$ cat src/rrwl_pkg.sv
// Shared types and constants for the recursive reader-writer lock engine.
// Used by every module in src/; no dependencies of its own.
`timescale 1ns / 1ps

package rrwl_pkg;

  // Fixed widths of the item fields
  localparam int CMD_W      = 3;
  localparam int ID_IN_W    = 8;
  localparam int STATUS_W   = 3;
  localparam int OUT_CNT_W  = 16;

  // Defaults for the top level parameters
  localparam int DEF_ID_BITS    = 8;
  localparam int DEF_COUNT_BITS = 16;

  // Lock commands
  typedef enum logic [CMD_W-1:0] {
    CMD_READ_REQ       = 3'd0,
    CMD_READ_REL       = 3'd1,
    CMD_WRITE_REQ      = 3'd2,
    CMD_WRITE_RETRY    = 3'd3,
    CMD_WRITE_WITHDRAW = 3'd4,
    CMD_WRITE_REL      = 3'd5
  } cmd_t;

  // Result codes
  typedef enum logic [STATUS_W-1:0] {
    ST_OK          = 3'd0,
    ST_WOULD_BLOCK = 3'd1,
    ST_PENDING     = 3'd2,
    ST_NOT_OWNER   = 3'd3,
    ST_BAD_ORDER   = 3'd4
  } status_t;

  // One command item as held in the input register
  typedef struct packed {
    logic [CMD_W-1:0]   cmd;
    logic [ID_IN_W-1:0] id;
    logic               may_wait;
  } cmd_item_t;

  // One result item
  typedef struct packed {
    status_t              status;
    logic                 wake_writer;
    logic                 wake_readers;
    logic                 gate_open;
    logic [OUT_CNT_W-1:0] read_count;
    logic [OUT_CNT_W-1:0] write_depth;
    logic [OUT_CNT_W-1:0] owner_read_depth;
    logic                 is_writer;
  } result_t;

endpackage

$ cat src/rrwl_in_stage.sv
// Input register of the lock engine: holds one command item.
// Depends on rrwl_pkg.
`timescale 1ns / 1ps

module rrwl_in_stage
  import rrwl_pkg::*;
(
  input  logic                clk,
  input  logic                rst,
  input  logic                in_valid,
  output logic                in_stall,
  input  logic [CMD_W-1:0]    cmd,
  input  logic [ID_IN_W-1:0]  requester_id,
  input  logic                may_wait,
  input  logic                advance,
  output logic                item_valid,
  output cmd_item_t           item
);

  // Full and the item cannot move on: hold
  assign in_stall = item_valid && !advance;

  always_ff @(posedge clk) begin
    if (rst) begin
      item_valid <= 1'b0;
    end else if (!in_stall) begin
      item_valid <= in_valid;
    end
  end

  always_ff @(posedge clk) begin
    if (in_valid && !in_stall) begin
      item.cmd      <= cmd;
      item.id       <= requester_id;
      item.may_wait <= may_wait;
    end
  end

endmodule

$ cat src/rrwl_lock_core.sv
// Lock state registers and the single-pass command decode that updates them.
// Depends on rrwl_pkg.
`timescale 1ns / 1ps

module rrwl_lock_core
  import rrwl_pkg::*;
#(
  parameter int ID_BITS    = DEF_ID_BITS,
  parameter int COUNT_BITS = DEF_COUNT_BITS
) (
  input  logic      clk,
  input  logic      rst,
  input  logic      fire,
  input  cmd_item_t item,
  output result_t   result
);

  localparam logic [COUNT_BITS-1:0] CntMax = {COUNT_BITS{1'b1}};

  // Lock state
  logic [COUNT_BITS-1:0] shared_holds, shared_holds_next;
  logic [COUNT_BITS-1:0] write_holds, write_holds_next;
  logic [COUNT_BITS-1:0] writer_read_holds, writer_read_holds_next;
  logic [COUNT_BITS-1:0] writers_waiting, writers_waiting_next;
  logic [ID_BITS-1:0]    owner_id, owner_id_next;
  logic                  owner_valid, owner_valid_next;
  logic                  gate_open, gate_open_next;
  logic                  gate_needs_close, gate_needs_close_next;

  logic [ID_BITS+ID_IN_W-1:0] id_ext;
  logic [ID_BITS-1:0]         id;
  logic                       is_owner;
  logic                       take_write;
  status_t                    status;
  logic                       wake_w;
  logic                       wake_r;

  logic [COUNT_BITS+OUT_CNT_W-1:0] shared_ext, write_ext, wread_ext;

  function automatic logic [COUNT_BITS-1:0] sat_inc(input logic [COUNT_BITS-1:0] v);
    sat_inc = (v == CntMax) ? v : v + 1'b1;
  endfunction

  function automatic logic [COUNT_BITS-1:0] floor_dec(input logic [COUNT_BITS-1:0] v);
    floor_dec = (v == '0) ? v : v - 1'b1;
  endfunction

  // Requester id cut or padded to ID_BITS
  assign id_ext   = {{ID_BITS{1'b0}}, item.id};
  assign id       = id_ext[ID_BITS-1:0];
  assign is_owner = owner_valid && (owner_id == id);

  // Command decode and next state
  always_comb begin
    shared_holds_next      = shared_holds;
    write_holds_next       = write_holds;
    writer_read_holds_next = writer_read_holds;
    writers_waiting_next   = writers_waiting;
    owner_id_next          = owner_id;
    owner_valid_next       = owner_valid;
    gate_open_next         = gate_open;
    gate_needs_close_next  = gate_needs_close;
    status                 = ST_OK;
    wake_w                 = 1'b0;
    wake_r                 = 1'b0;
    take_write             = 1'b0;

    unique case (item.cmd)
      CMD_READ_REQ: begin
        if (!owner_valid) begin
          shared_holds_next = sat_inc(shared_holds);
        end else if (is_owner) begin
          writer_read_holds_next = sat_inc(writer_read_holds);
        end else if (item.may_wait) begin
          status = ST_PENDING;
        end else begin
          status = ST_WOULD_BLOCK;
        end
      end
      CMD_READ_REL: begin
        if (!owner_valid) begin
          if (shared_holds != '0) begin
            shared_holds_next = shared_holds - 1'b1;
            // last reader out wakes a waiting writer
            wake_w = (writers_waiting != '0) && (shared_holds_next == '0);
          end else begin
            status = ST_NOT_OWNER;
          end
        end else if (is_owner && (writer_read_holds != '0)) begin
          writer_read_holds_next = writer_read_holds - 1'b1;
        end else begin
          status = ST_NOT_OWNER;
        end
      end
      CMD_WRITE_REQ: begin
        if ((shared_holds == '0) &&
            (((write_holds == '0) && ((writers_waiting == '0) || !item.may_wait)) ||
             is_owner)) begin
          take_write = 1'b1;
        end else if (item.may_wait) begin
          writers_waiting_next = sat_inc(writers_waiting);
          status = ST_PENDING;
        end else begin
          status = ST_WOULD_BLOCK;
        end
      end
      CMD_WRITE_RETRY: begin
        if ((shared_holds == '0) && ((write_holds == '0) || is_owner)) begin
          take_write = 1'b1;
          writers_waiting_next = floor_dec(writers_waiting);
        end else if (item.may_wait) begin
          status = ST_PENDING;
        end else begin
          // timed out: the writer gives up its place
          writers_waiting_next = floor_dec(writers_waiting);
          status = ST_WOULD_BLOCK;
        end
      end
      CMD_WRITE_WITHDRAW: begin
        writers_waiting_next = floor_dec(writers_waiting);
      end
      CMD_WRITE_REL: begin
        if (!is_owner) begin
          status = ST_NOT_OWNER;
        end else if ((write_holds <= COUNT_BITS'(1)) && (writer_read_holds != '0)) begin
          status = ST_BAD_ORDER;
        end else begin
          write_holds_next = floor_dec(write_holds);
          if (write_holds_next == '0) begin
            owner_valid_next = 1'b0;
            owner_id_next    = '0;
          end
          if (writers_waiting == '0) begin
            gate_open_next        = 1'b1;
            gate_needs_close_next = 1'b1;
            wake_r                = 1'b1;
          end else begin
            wake_w = 1'b1;
          end
        end
      end
      default: begin
        // unused codes leave everything as it is
      end
    endcase

    // Write grant: closes the reader gate the first time
    if (take_write) begin
      if (gate_needs_close) begin
        gate_needs_close_next = 1'b0;
        gate_open_next        = 1'b0;
      end
      write_holds_next = sat_inc(write_holds);
      owner_id_next    = id;
      owner_valid_next = 1'b1;
    end
  end

  // State registers
  always_ff @(posedge clk) begin
    if (rst) begin
      shared_holds      <= '0;
      write_holds       <= '0;
      writer_read_holds <= '0;
      writers_waiting   <= '0;
      owner_id          <= '0;
      owner_valid       <= 1'b0;
      gate_open         <= 1'b1;
      gate_needs_close  <= 1'b1;
    end else if (fire) begin
      shared_holds      <= shared_holds_next;
      write_holds       <= write_holds_next;
      writer_read_holds <= writer_read_holds_next;
      writers_waiting   <= writers_waiting_next;
      owner_id          <= owner_id_next;
      owner_valid       <= owner_valid_next;
      gate_open         <= gate_open_next;
      gate_needs_close  <= gate_needs_close_next;
    end
  end

  // Result as seen after this command
  assign shared_ext = {{OUT_CNT_W{1'b0}}, shared_holds_next};
  assign write_ext  = {{OUT_CNT_W{1'b0}}, write_holds_next};
  assign wread_ext  = {{OUT_CNT_W{1'b0}}, writer_read_holds_next};

  always_comb begin
    result.status           = status;
    result.wake_writer      = wake_w;
    result.wake_readers     = wake_r;
    result.gate_open        = gate_open_next;
    result.read_count       = shared_ext[OUT_CNT_W-1:0];
    result.write_depth      = write_ext[OUT_CNT_W-1:0];
    result.owner_read_depth = wread_ext[OUT_CNT_W-1:0];
    result.is_writer        = owner_valid_next && (owner_id_next == id);
  end

endmodule

$ cat src/rrwl_out_stage.sv
// Result register of the lock engine: holds one result item until taken.
// Depends on rrwl_pkg.
`timescale 1ns / 1ps

module rrwl_out_stage
  import rrwl_pkg::*;
(
  input  logic                 clk,
  input  logic                 rst,
  input  logic                 load,
  input  result_t              result,
  input  logic                 out_stall,
  output logic                 out_valid,
  output logic                 advance,
  output logic [STATUS_W-1:0]  status,
  output logic                 wake_writer,
  output logic                 wake_readers,
  output logic                 reader_gate_open,
  output logic [OUT_CNT_W-1:0] read_count,
  output logic [OUT_CNT_W-1:0] write_depth,
  output logic [OUT_CNT_W-1:0] owner_read_depth,
  output logic                 requester_is_writer
);

  result_t held;

  // Room for a new item when empty or being taken
  assign advance = !out_valid || !out_stall;

  always_ff @(posedge clk) begin
    if (rst) begin
      out_valid <= 1'b0;
    end else if (advance) begin
      out_valid <= load;
    end
  end

  always_ff @(posedge clk) begin
    if (advance && load) begin
      held <= result;
    end
  end

  assign status              = held.status;
  assign wake_writer         = held.wake_writer;
  assign wake_readers        = held.wake_readers;
  assign reader_gate_open    = held.gate_open;
  assign read_count          = held.read_count;
  assign write_depth         = held.write_depth;
  assign owner_read_depth    = held.owner_read_depth;
  assign requester_is_writer = held.is_writer;

endmodule

$ cat src/recursive_rw_lock_engine.sv
// Recursive reader-writer lock engine: top level.
// Uses rrwl_pkg, rrwl_in_stage, rrwl_lock_core and rrwl_out_stage.
//
// Usage
//   Command channel (in_valid / in_stall): cmd, requester_id, may_wait.
//   Result channel (out_valid / out_stall): one result item per command,
//   in command order, giving the status, wake pulses and the lock counters
//   as they stand after that command.
//   Order: a command taken into the input register moves into the result
//   register whenever that register has room, and is offered from there.
//   Throughput: one command per cycle while out_stall is low. The lock
//   state is read and updated in the single cycle in which an item moves
//   from the input register to the result register, so back-to-back
//   commands see each other's effect.
//   Stalls: while out_stall holds a result, the input register still takes
//   one more item; in_stall rises only once both registers are full.
//   Reset (rst, synchronous): both registers empty, counters zero, no
//   writer, reader gate open.
`timescale 1ns / 1ps

module recursive_rw_lock_engine
  import rrwl_pkg::*;
#(
  parameter int ID_BITS    = DEF_ID_BITS,
  parameter int COUNT_BITS = DEF_COUNT_BITS
) (
  input  logic                 clk,
  input  logic                 rst,
  input  logic                 in_valid,
  output logic                 in_stall,
  input  logic [CMD_W-1:0]     cmd,
  input  logic [ID_IN_W-1:0]   requester_id,
  input  logic                 may_wait,
  output logic                 out_valid,
  input  logic                 out_stall,
  output logic [STATUS_W-1:0]  status,
  output logic                 wake_writer,
  output logic                 wake_readers,
  output logic                 reader_gate_open,
  output logic [OUT_CNT_W-1:0] read_count,
  output logic [OUT_CNT_W-1:0] write_depth,
  output logic [OUT_CNT_W-1:0] owner_read_depth,
  output logic                 requester_is_writer
);

  logic      advance;
  logic      item_valid;
  cmd_item_t item;
  result_t   result;

  rrwl_in_stage u_in_stage (
    .clk          (clk),
    .rst          (rst),
    .in_valid     (in_valid),
    .in_stall     (in_stall),
    .cmd          (cmd),
    .requester_id (requester_id),
    .may_wait     (may_wait),
    .advance      (advance),
    .item_valid   (item_valid),
    .item         (item)
  );

  rrwl_lock_core #(
    .ID_BITS    (ID_BITS),
    .COUNT_BITS (COUNT_BITS)
  ) u_lock_core (
    .clk    (clk),
    .rst    (rst),
    .fire   (item_valid && advance),
    .item   (item),
    .result (result)
  );

  rrwl_out_stage u_out_stage (
    .clk                 (clk),
    .rst                 (rst),
    .load                (item_valid),
    .result              (result),
    .out_stall           (out_stall),
    .out_valid           (out_valid),
    .advance             (advance),
    .status              (status),
    .wake_writer         (wake_writer),
    .wake_readers        (wake_readers),
    .reader_gate_open    (reader_gate_open),
    .read_count          (read_count),
    .write_depth         (write_depth),
    .owner_read_depth    (owner_read_depth),
    .requester_is_writer (requester_is_writer)
  );

endmodule

$ cat config.mk
export PLATFORM = sky130hd
export DESIGN_NAME = recursive_rw_lock_engine
export DESIGN_NICKNAME = d
export VERILOG_FILES = /design/src/rrwl_pkg.sv /design/src/rrwl_in_stage.sv /design/src/rrwl_lock_core.sv /design/src/rrwl_out_stage.sv /design/src/recursive_rw_lock_engine.sv
export SDC_FILE = /design/constraint.sdc
export NUM_CORES = 1
export LEC_CHECK = 0
export BUFFER_PORTS_ARGS = -buffer_cell sky130_fd_sc_hd__buf_2
export CELL_PAD_IN_SITES_DETAIL_PLACEMENT = 1
export CELL_PAD_IN_SITES_GLOBAL_PLACEMENT = 2
export CORE_ASPECT_RATIO = 1.1
export CORE_MARGIN = 4
export CORE_UTILIZATION = 38
export DETAILED_ROUTE_END_ITERATION = 8
export PLACE_DENSITY = 0.85
export SYNTH_ARGS = -nofsm -noshare
export SYNTH_HDL_FRONTEND = slang
export SYNTH_SLANG_ARGS = --single-unit
$ cat constraint.sdc
create_clock -name clk -period 5.3 [get_ports clk]
set_input_delay 0.53 -clock clk [delete_from_list [all_inputs] [get_ports clk]]
set_output_delay 0.53 -clock clk [all_outputs]
set_load 0.05 [all_outputs]
==> flow_summary.json, run 1 <==
{
  "status": "finished clean",
  "cp-start-kind": "flip-flop",
  "grt_max_degree": 57,
  "drc_errors": 0,
  "drt_iter0_drc": 497,
  "synth_cell_types": 82,
  "finalCriticalPeriod_ps": 3860,
  "antenna_cells": 0,
  "yosysWarningCount": 0,
  "cts_tree": "built",
  "p_per_area_mw_per_mm2": 282,
  "die_height_um": 171,
  "finalSetupViolCount": 0,
  "synth_seq_cells": 144,
  "yosys_most_used_dff": "dfxtp_1",
  "post_drt_wl_per_cell_um": 20.8,
  "nFillCells": 2837,
  "netlist_area_sq_mm": 0.00915,
  "ir_worst_vdd_mv": 0.182,
  "ctsHtreeMaxLevel": 4,
  "die_w_um": 156,
  "drtPass1Iterations": 5,
  "start_util_pct": 38.6,
  "syn_to_final_growth_pct": 11.9,
  "synth_fp_nets": 1101,
  "seq_area_frac_synth_pct": 38.8,
  "drive_gt1_share_pct": 12.4,
  "hold_violations": 0,
  "worstPathMaxFanout": 12,
  "relSlewSlack_pct": 17.8,
  "fmax_mhz": 259,
  "rsz0062_at_grt": "false",
  "pwr-share-seq_pct": 43.2,
  "numCtsBuffers": 17,
  "grt_overflow": 0,
  "power_frac_comb_pct": 15.4,
  "postCtsSetupBuffers": 0,
  "placed_area_sq_mm": 0.00967,
  "final_antenna_net_count": 0,
  "synthCells": 1061,
  "fin_util_pct": 43.2,
  "tightestPinTransition_ps": 1220,
  "worstPathRequired_ps": 5590,
  "clock-sinks": 144,
  "static-leakage-power_nw": 3.78,
  "first_global_vias": 8441,
  "r2r_slack_ps": 1440,
  "maxCapViolCount": 0,
  "layout.nets": 1126,
  "power.total_mw": 2.88,
  "cts-resized-gates": 0,
  "pwr-share-clk_pct": 41.3,
  "netSwitchingFraction_pct": 29.6,
  "num_io_pins": 73,
  "hpwl_mm": 21.2,
  "tns_ps": 0,
  "worst_clock_skew_ps": 13.6,
  "dp_slack_ps": 1500,
  "min-delay-path-class": "in -> reg",
  "switching_power_mw": 0.855,
  "coreArea_sq_mm": 0.0237,
  "worstPathArrival_ps": 4150,
  "end_kind": "flip-flop",
  "drt-total-wl_mm": 29.2,
  "insertion_delay_ps": 430,
  "rows": 59,
  "async_reset_ff_share_pct": 0,
  "syn_area_per_cell_sq_um": 8.62,
  "gp_congestion": 0.946,
  "root_buffer": "clkbuf_16",
  "num_vias": 8503,
  "p_int_mw": 2.03,
  "fin_ws_ps": 1440,
  "grt_pass1_wl_mm": 46.8,
  "path_clk_slew_ps": 60,
  "detail_route.vias_per_cell": 6.06,
  "grt_antenna_before_repair": 0,
  "synth_edf_count": 67,
  "crit_type": "reg -> reg",
  "finish.instance_area_sq_mm": 0.0102,
  "dieArea_sq_mm": 0.0266,
  "io_buffers": 72,
  "ctsHoldBuffers": 0,
  "grtUsageTotal_pct": 21.8,
  "post-route-period-util_pct": 72.8,
  "cts.path.max_buffers": 2,
  "drv_slew": 0
}
==> power groups by stage <==
stage	Combinational, mW	Clock (mW)	Sequential [mW]
global route	0.481	1.27	1.25
finish	0.446	1.19	1.25
detailed placement	0.440	0	1.27
CTS	0.443	1.22	1.25
floorplan	0.265	0	1.32
global placement	0.435	0	1.27
==> per-layer routing <==
metal / GRT usage, % / share of wire, % / vias up
li1: - / - / 4066
met1: 29.4 / 46 / 4168
met2: 36.1 / 48 / 213
met3: 2.88 / 3.8 / 56
met4: 7.54 / 2.9 / 0
met5: 0 / 0 / -
==> state kept, by name (all words and copies together) (netlist names), 3 cells and up <==
| register | count |
|---|---|
| u_lock_core.writers_waiting | 16 |
| u_out_stage.status | 3 |
| u_out_stage.owner_read_depth | 16 |
| u_lock_core.write_holds | 16 |
| u_lock_core.writer_read_holds | 16 |
| u_lock_core.owner_id | 8 |
| u_lock_core.shared_holds | 16 |
| u_in_stage.item | 12 |
| u_out_stage.read_count | 16 |
| u_out_stage.write_depth | 16 |
==> final cells by class <==
| type | count | area, sq um | area share (%) |
|---|---|---|---|
| multi-input cells | 818 | 5220 | 51.0 |
| well taps | 305 | 382 | 3.73 |
| clock inverters | 12 | 135 | 1.32 |
| flip-flops and latches | 144 | 3550 | 34.7 |
| repair buffers | 79 | 413 | 4.03 |
| clock buffers | 20 | 437 | 4.26 |
| inverters | 26 | 98.8 | 0.965 |
==> stage by stage <==
step,hold slack (ps),std cells
after global placement,480,1372
after CTS,265,1404
after floorplan,450,1061
final,272,1404
after detailed placement,489,1372
after global routing,251,1404
==> synthesized netlist by cell type (19+ instances only) <==
cell | instances | area share (%)
edfxtp_1 | 67 | 22
nor3_1 | 36 | 2.0
inv_1 | 25 | 1.0
nand2_1 | 88 | 3.6
xnor2_1 | 48 | 4.6
o21ai_0 | 60 | 3.3
nand4_1 | 35 | 2.4
a21oi_1 | 83 | 4.5
dfxtp_1 | 77 | 17
nand3_1 | 39 | 2.1
clkbuf_1 | 64 | 2.6
nor4_1 | 22 | 1.5
or3_1 | 31 | 2.1
and3_1 | 19 | 1.3
ha_1 | 23 | 3.1
nor2_1 | 75 | 3.1
==> path summary, 6_finish.rpt <==
check,to,from,cells after the start
setup reg to reg,u_lock_core.write_holds[9],u_lock_core.shared_holds[1],9
hold reg to reg,u_lock_core.writers_waiting[4],u_lock_core.writers_waiting[4],2
setup / recovery,u_lock_core.write_holds[9],u_lock_core.shared_holds[1],9
hold / removal,u_in_stage.item[3],requester_id[2],1
==> worst max-delay path: stages, from the launching register on <==
cell	delay, ps
dfxtp_1	350
inv_1	120
ha_1	220
or3b_1	490
or4_4	630
nor3_4	380
o21a_1	520
nand2_1	130
o311a_1	360
or4b_1	520
==> cells by family (layout without fill, tap and decap cells) <==
logic type,count (synthesis),in the layout,synth area share [%]
simple gates,420,420,24.4
compound gates,298,298,21.6
flops,144,144,38.8
buf+inv,99,137,4.25
xor+xnor,62,62,5.94
fa+ha+maj,25,25,3.47
mux,13,13,1.52
==> cell usage in the layout, fill, tap and decap left out, drive strengths merged, types with 6 or more instances in the layout <==
master and instances:
a21oi 84, a211oi 18, o21ai 60, buf 79
and3 19, xnor2 48, a31oi 11, edfxtp 67
a21o 8, or4 13, nor2 75, o2111ai 7
nor2b 12, dfxtp 77, ha 23, nand4 35
mux2 7, nor4 24, or3 31, and4 9
xor2 14, o31ai 12, nand2 88, o211a 6
nor3 38, o211ai 16, o21bai 6, and2 12
mux2i 6, clkbuf 20, o21a 14, clkinv 7
nand3 39, nand2b 6, inv 27
No activity file was read; power rests on OpenSTA's default activity.
==> inputs of run 2 (changes only) <==
Settings changed: ABC_AREA set to 1, CORE_UTILIZATION 38 to 35, PLACE_DENSITY 0.85 to 0.84.
Clock period 5.3 ns to 4 ns, I/O delays scaled along.
==> run 2 against run 1 <==
Against the previous run:
- combinational power increased by 100%
- setup slack got worse by 810 ps
- sequential cell count unchanged
- clock skew decreased by 2.0 ps
- register-to-register slack got worse by 810 ps
- first-iteration DRC count decreased by 10%
- highest routed layer unchanged
==> flow_summary.json, run 2 <==
{
  "status": "finished clean",
  "synth_cell_types": 54,
  "multiInputGateArea_sq_mm": 0.00529,
  "yosysTopAreaCellShare_pct": 20.5,
  "end_kind": "flip-flop",
  "power_frac_comb_pct": 21.2,
  "whs_ps": 130,
  "synth_seq_cells": 144,
  "finalSetupViolCount": 0,
  "drv_slew": 0,
  "num_io_pins": 73,
  "drive_gt1_share_pct": 11.9,
  "maxCapViolCount": 0,
  "antenna_cells": 0,
  "pwr-share-clk_pct": 38.0,
  "root_buffer": "clkbuf_16",
  "p_per_area_mw_per_mm2": 387,
  "worstPathMaxFanout": 17,
  "drtPass1Iterations": 5,
  "io_buffers": 72,
  "coreArea_sq_mm": 0.0277,
  "hpwl_mm": 22.8,
  "rows": 64,
  "start_util_pct": 35.4,
  "power.total_mw": 4.24,
  "die_height_um": 184,
  "numCtsBuffers": 17,
  "die_w_um": 168,
  "seq_area_frac_synth_pct": 36.2,
  "min-delay-path-class": "in -> reg",
  "post_layout_nonfiller_instances": 1813,
  "drt_iter0_drc": 446,
  "post_drt_wl_per_cell_um": 17.3,
  "switching_power_mw": 1.48,
  "synth_fp_nets": 1436,
  "layout.nets": 1477,
  "seq_area_sq_mm": 0.00355,
  "gp_congestion": 0.856,
  "rsz0062_at_grt": "false",
  "first_global_vias": 9711,
  "yosysWarningCount": 0,
  "netSwitchingFraction_pct": 34.9,
  "yosys-top-cells-count": "nand2_1, inv_1, nor2_1, nand3_1, o21ai_0",
  "layout_commonest_cell": "nand2_1",
  "grt_antenna_before_repair": 0,
  "nFillCells": 3594,
  "syn_to_final_growth_pct": 11.7,
  "ctsHoldBuffers": 0,
  "ir_worst_vdd_mv": 0.187,
  "synth.most_common_cell": "nand2_1",
  "insertion_delay_ps": 440,
  "tns_ps": 0,
  "finalCriticalPeriod_ps": 3370,
  "syn_area_per_cell_sq_um": 7.03,
  "worst_clock_skew_ps": 11.6,
  "cp-start-kind": "flip-flop",
  "grt_pass1_wl_mm": 51.3,
  "drc_errors": 0,
  "cts_tree": "built",
  "cts-resized-gates": 0,
  "path_clk_slew_ps": 70,
  "final_cell_mix": "nand2_1, inv_1, nor2_1",
  "yosysTopAreaCell": "edfxtp_1",
  "num_vias": 9602,
  "crit_type": "reg -> reg",
  "ctsHtreeMaxLevel": 4,
  "grt_max_degree": 108,
  "post-route-period-util_pct": 84.2,
  "grt_overflow": 0,
  "synth_edf_count": 67,
  "static-leakage-power_nw": 4.86,
  "synthCells": 1396,
  "cts.path.max_buffers": 2,
  "yosys_most_used_dff": "dfxtp_1",
  "pwr-share-seq_pct": 40.8,
  "synth_area_leaders": "edfxtp_1, dfxtp_1, nand2_1",
  "final_antenna_net_count": 0,
  "tightestPinTransition_ps": 1110,
  "detail_route.vias_per_cell": 5.30,
  "worstPathRequired_ps": 4340,
  "grtUsageTotal_pct": 20.5,
  "netlist_area_sq_mm": 0.00981,
  "place_inst": 1781,
  "async_reset_ff_share_pct": 0,
  "clock-sinks": 144,
  "hold_violations": 0,
  "postCtsSetupBuffers": 0,
  "drt-total-wl_mm": 31.3,
  "dieArea_sq_mm": 0.0308,
  "p_int_mw": 2.76,
  "relSlewSlack_pct": 25.9,
  "worstPathArrival_ps": 3700,
  "fmax_mhz": 297
}
-- run 2: cell count changes after synthesis, moves of 29 or more --
cell | before | now
clkbuf_1 | 64 | 33
inv_1 | 25 | 162
nand2_1 | 88 | 264
nand3_1 | 39 | 112
nor2_1 | 75 | 160
o21ai_0 | 60 | 112
o21ai_1 | 0 | 29
or3_1 | 31 | 0
xnor2_1 | 48 | 3
-- run 2: final timing paths --
path / start / to / slack, ps / depth (start not counted)
max: u_in_stage.item[11] / u_lock_core.writers_waiting[11] / 630 / 17
max reg2reg: u_in_stage.item[11] / u_lock_core.writers_waiting[11] / 630 / 17
min: may_wait / u_in_stage.item[0] / 130 / 1
min reg2reg: u_lock_core.writers_waiting[15] / u_lock_core.writers_waiting[15] / 480 / 2
-- run 2: layer usage --
layer / wire length [um] / track usage [%] / up-vias
met3: 900 / 2.92 / 32
met4: 489 / 5.55 / 0
met1: 14500 / 26.6 / 4652
li1: - / - / 4779
met5: 0 / 0 / -
met2: 15400 / 35.9 / 139
-- run 2: power by group through the flow --
stage | clock network, mW | registers, mW | logic [mW]
2_1_floorplan | 0 | 1.83 | 0.599
3_3_place_gp | 0 | 1.76 | 0.889
3_5_place_dp | 0 | 1.76 | 0.904
4_1_cts | 1.65 | 1.73 | 0.910
5_1_grt | 1.71 | 1.74 | 1.01
6_report | 1.61 | 1.73 | 0.901
-- run 2: critical path, stage by stage, from the launching register on --
cell	delay [ps]
edfxtp_1	440
nor2_1	170
inv_1	90
nor2_1	190
inv_1	80
nand2_1	520
ha_1	300
nand2_1	60
o21ai_0	290
nand3_1	120
nand2_1	150
nand2_1	70
nand2_1	120
nand3_1	110
a31oi_1	180
xor2_1	90
o21ai_0	200
nor2_1	60
-- run 2: final cells by class --
class	count	area share [%]
flip-flops and latches	144	32.4
repair buffers	80	3.83
inverters	180	6.17
clock buffers	17	3.88
clock inverters	15	1.34
well taps	363	4.14
multi-input cells	1014	48.2
-- run 2: stage by stage --
stage / cell area [sq um] / worst slack (ps) / utilization, %
detailed placement: 10400 / 616 / 37.5
finish: 11000 / 631 / 39.6
global placement: 10400 / 905 / 37.5
floorplan: 9810 / 1000 / -
CTS: 11000 / 611 / 39.6
global route: 11000 / 315 / 39.6
-- run 2: cell families after synthesis --
family | after synthesis | share of synthesized area [%]
AND/OR/NAND/NOR | 635 | 29.0
AO/OA/AOI/OAI | 309 | 17.5
buffers and inverters | 238 | 9.98
flip-flops | 144 | 36.2
XOR/XNOR | 45 | 4.02
adder cells (fa/ha/maj) | 24 | 3.14
multiplexers | 1 | 0.115
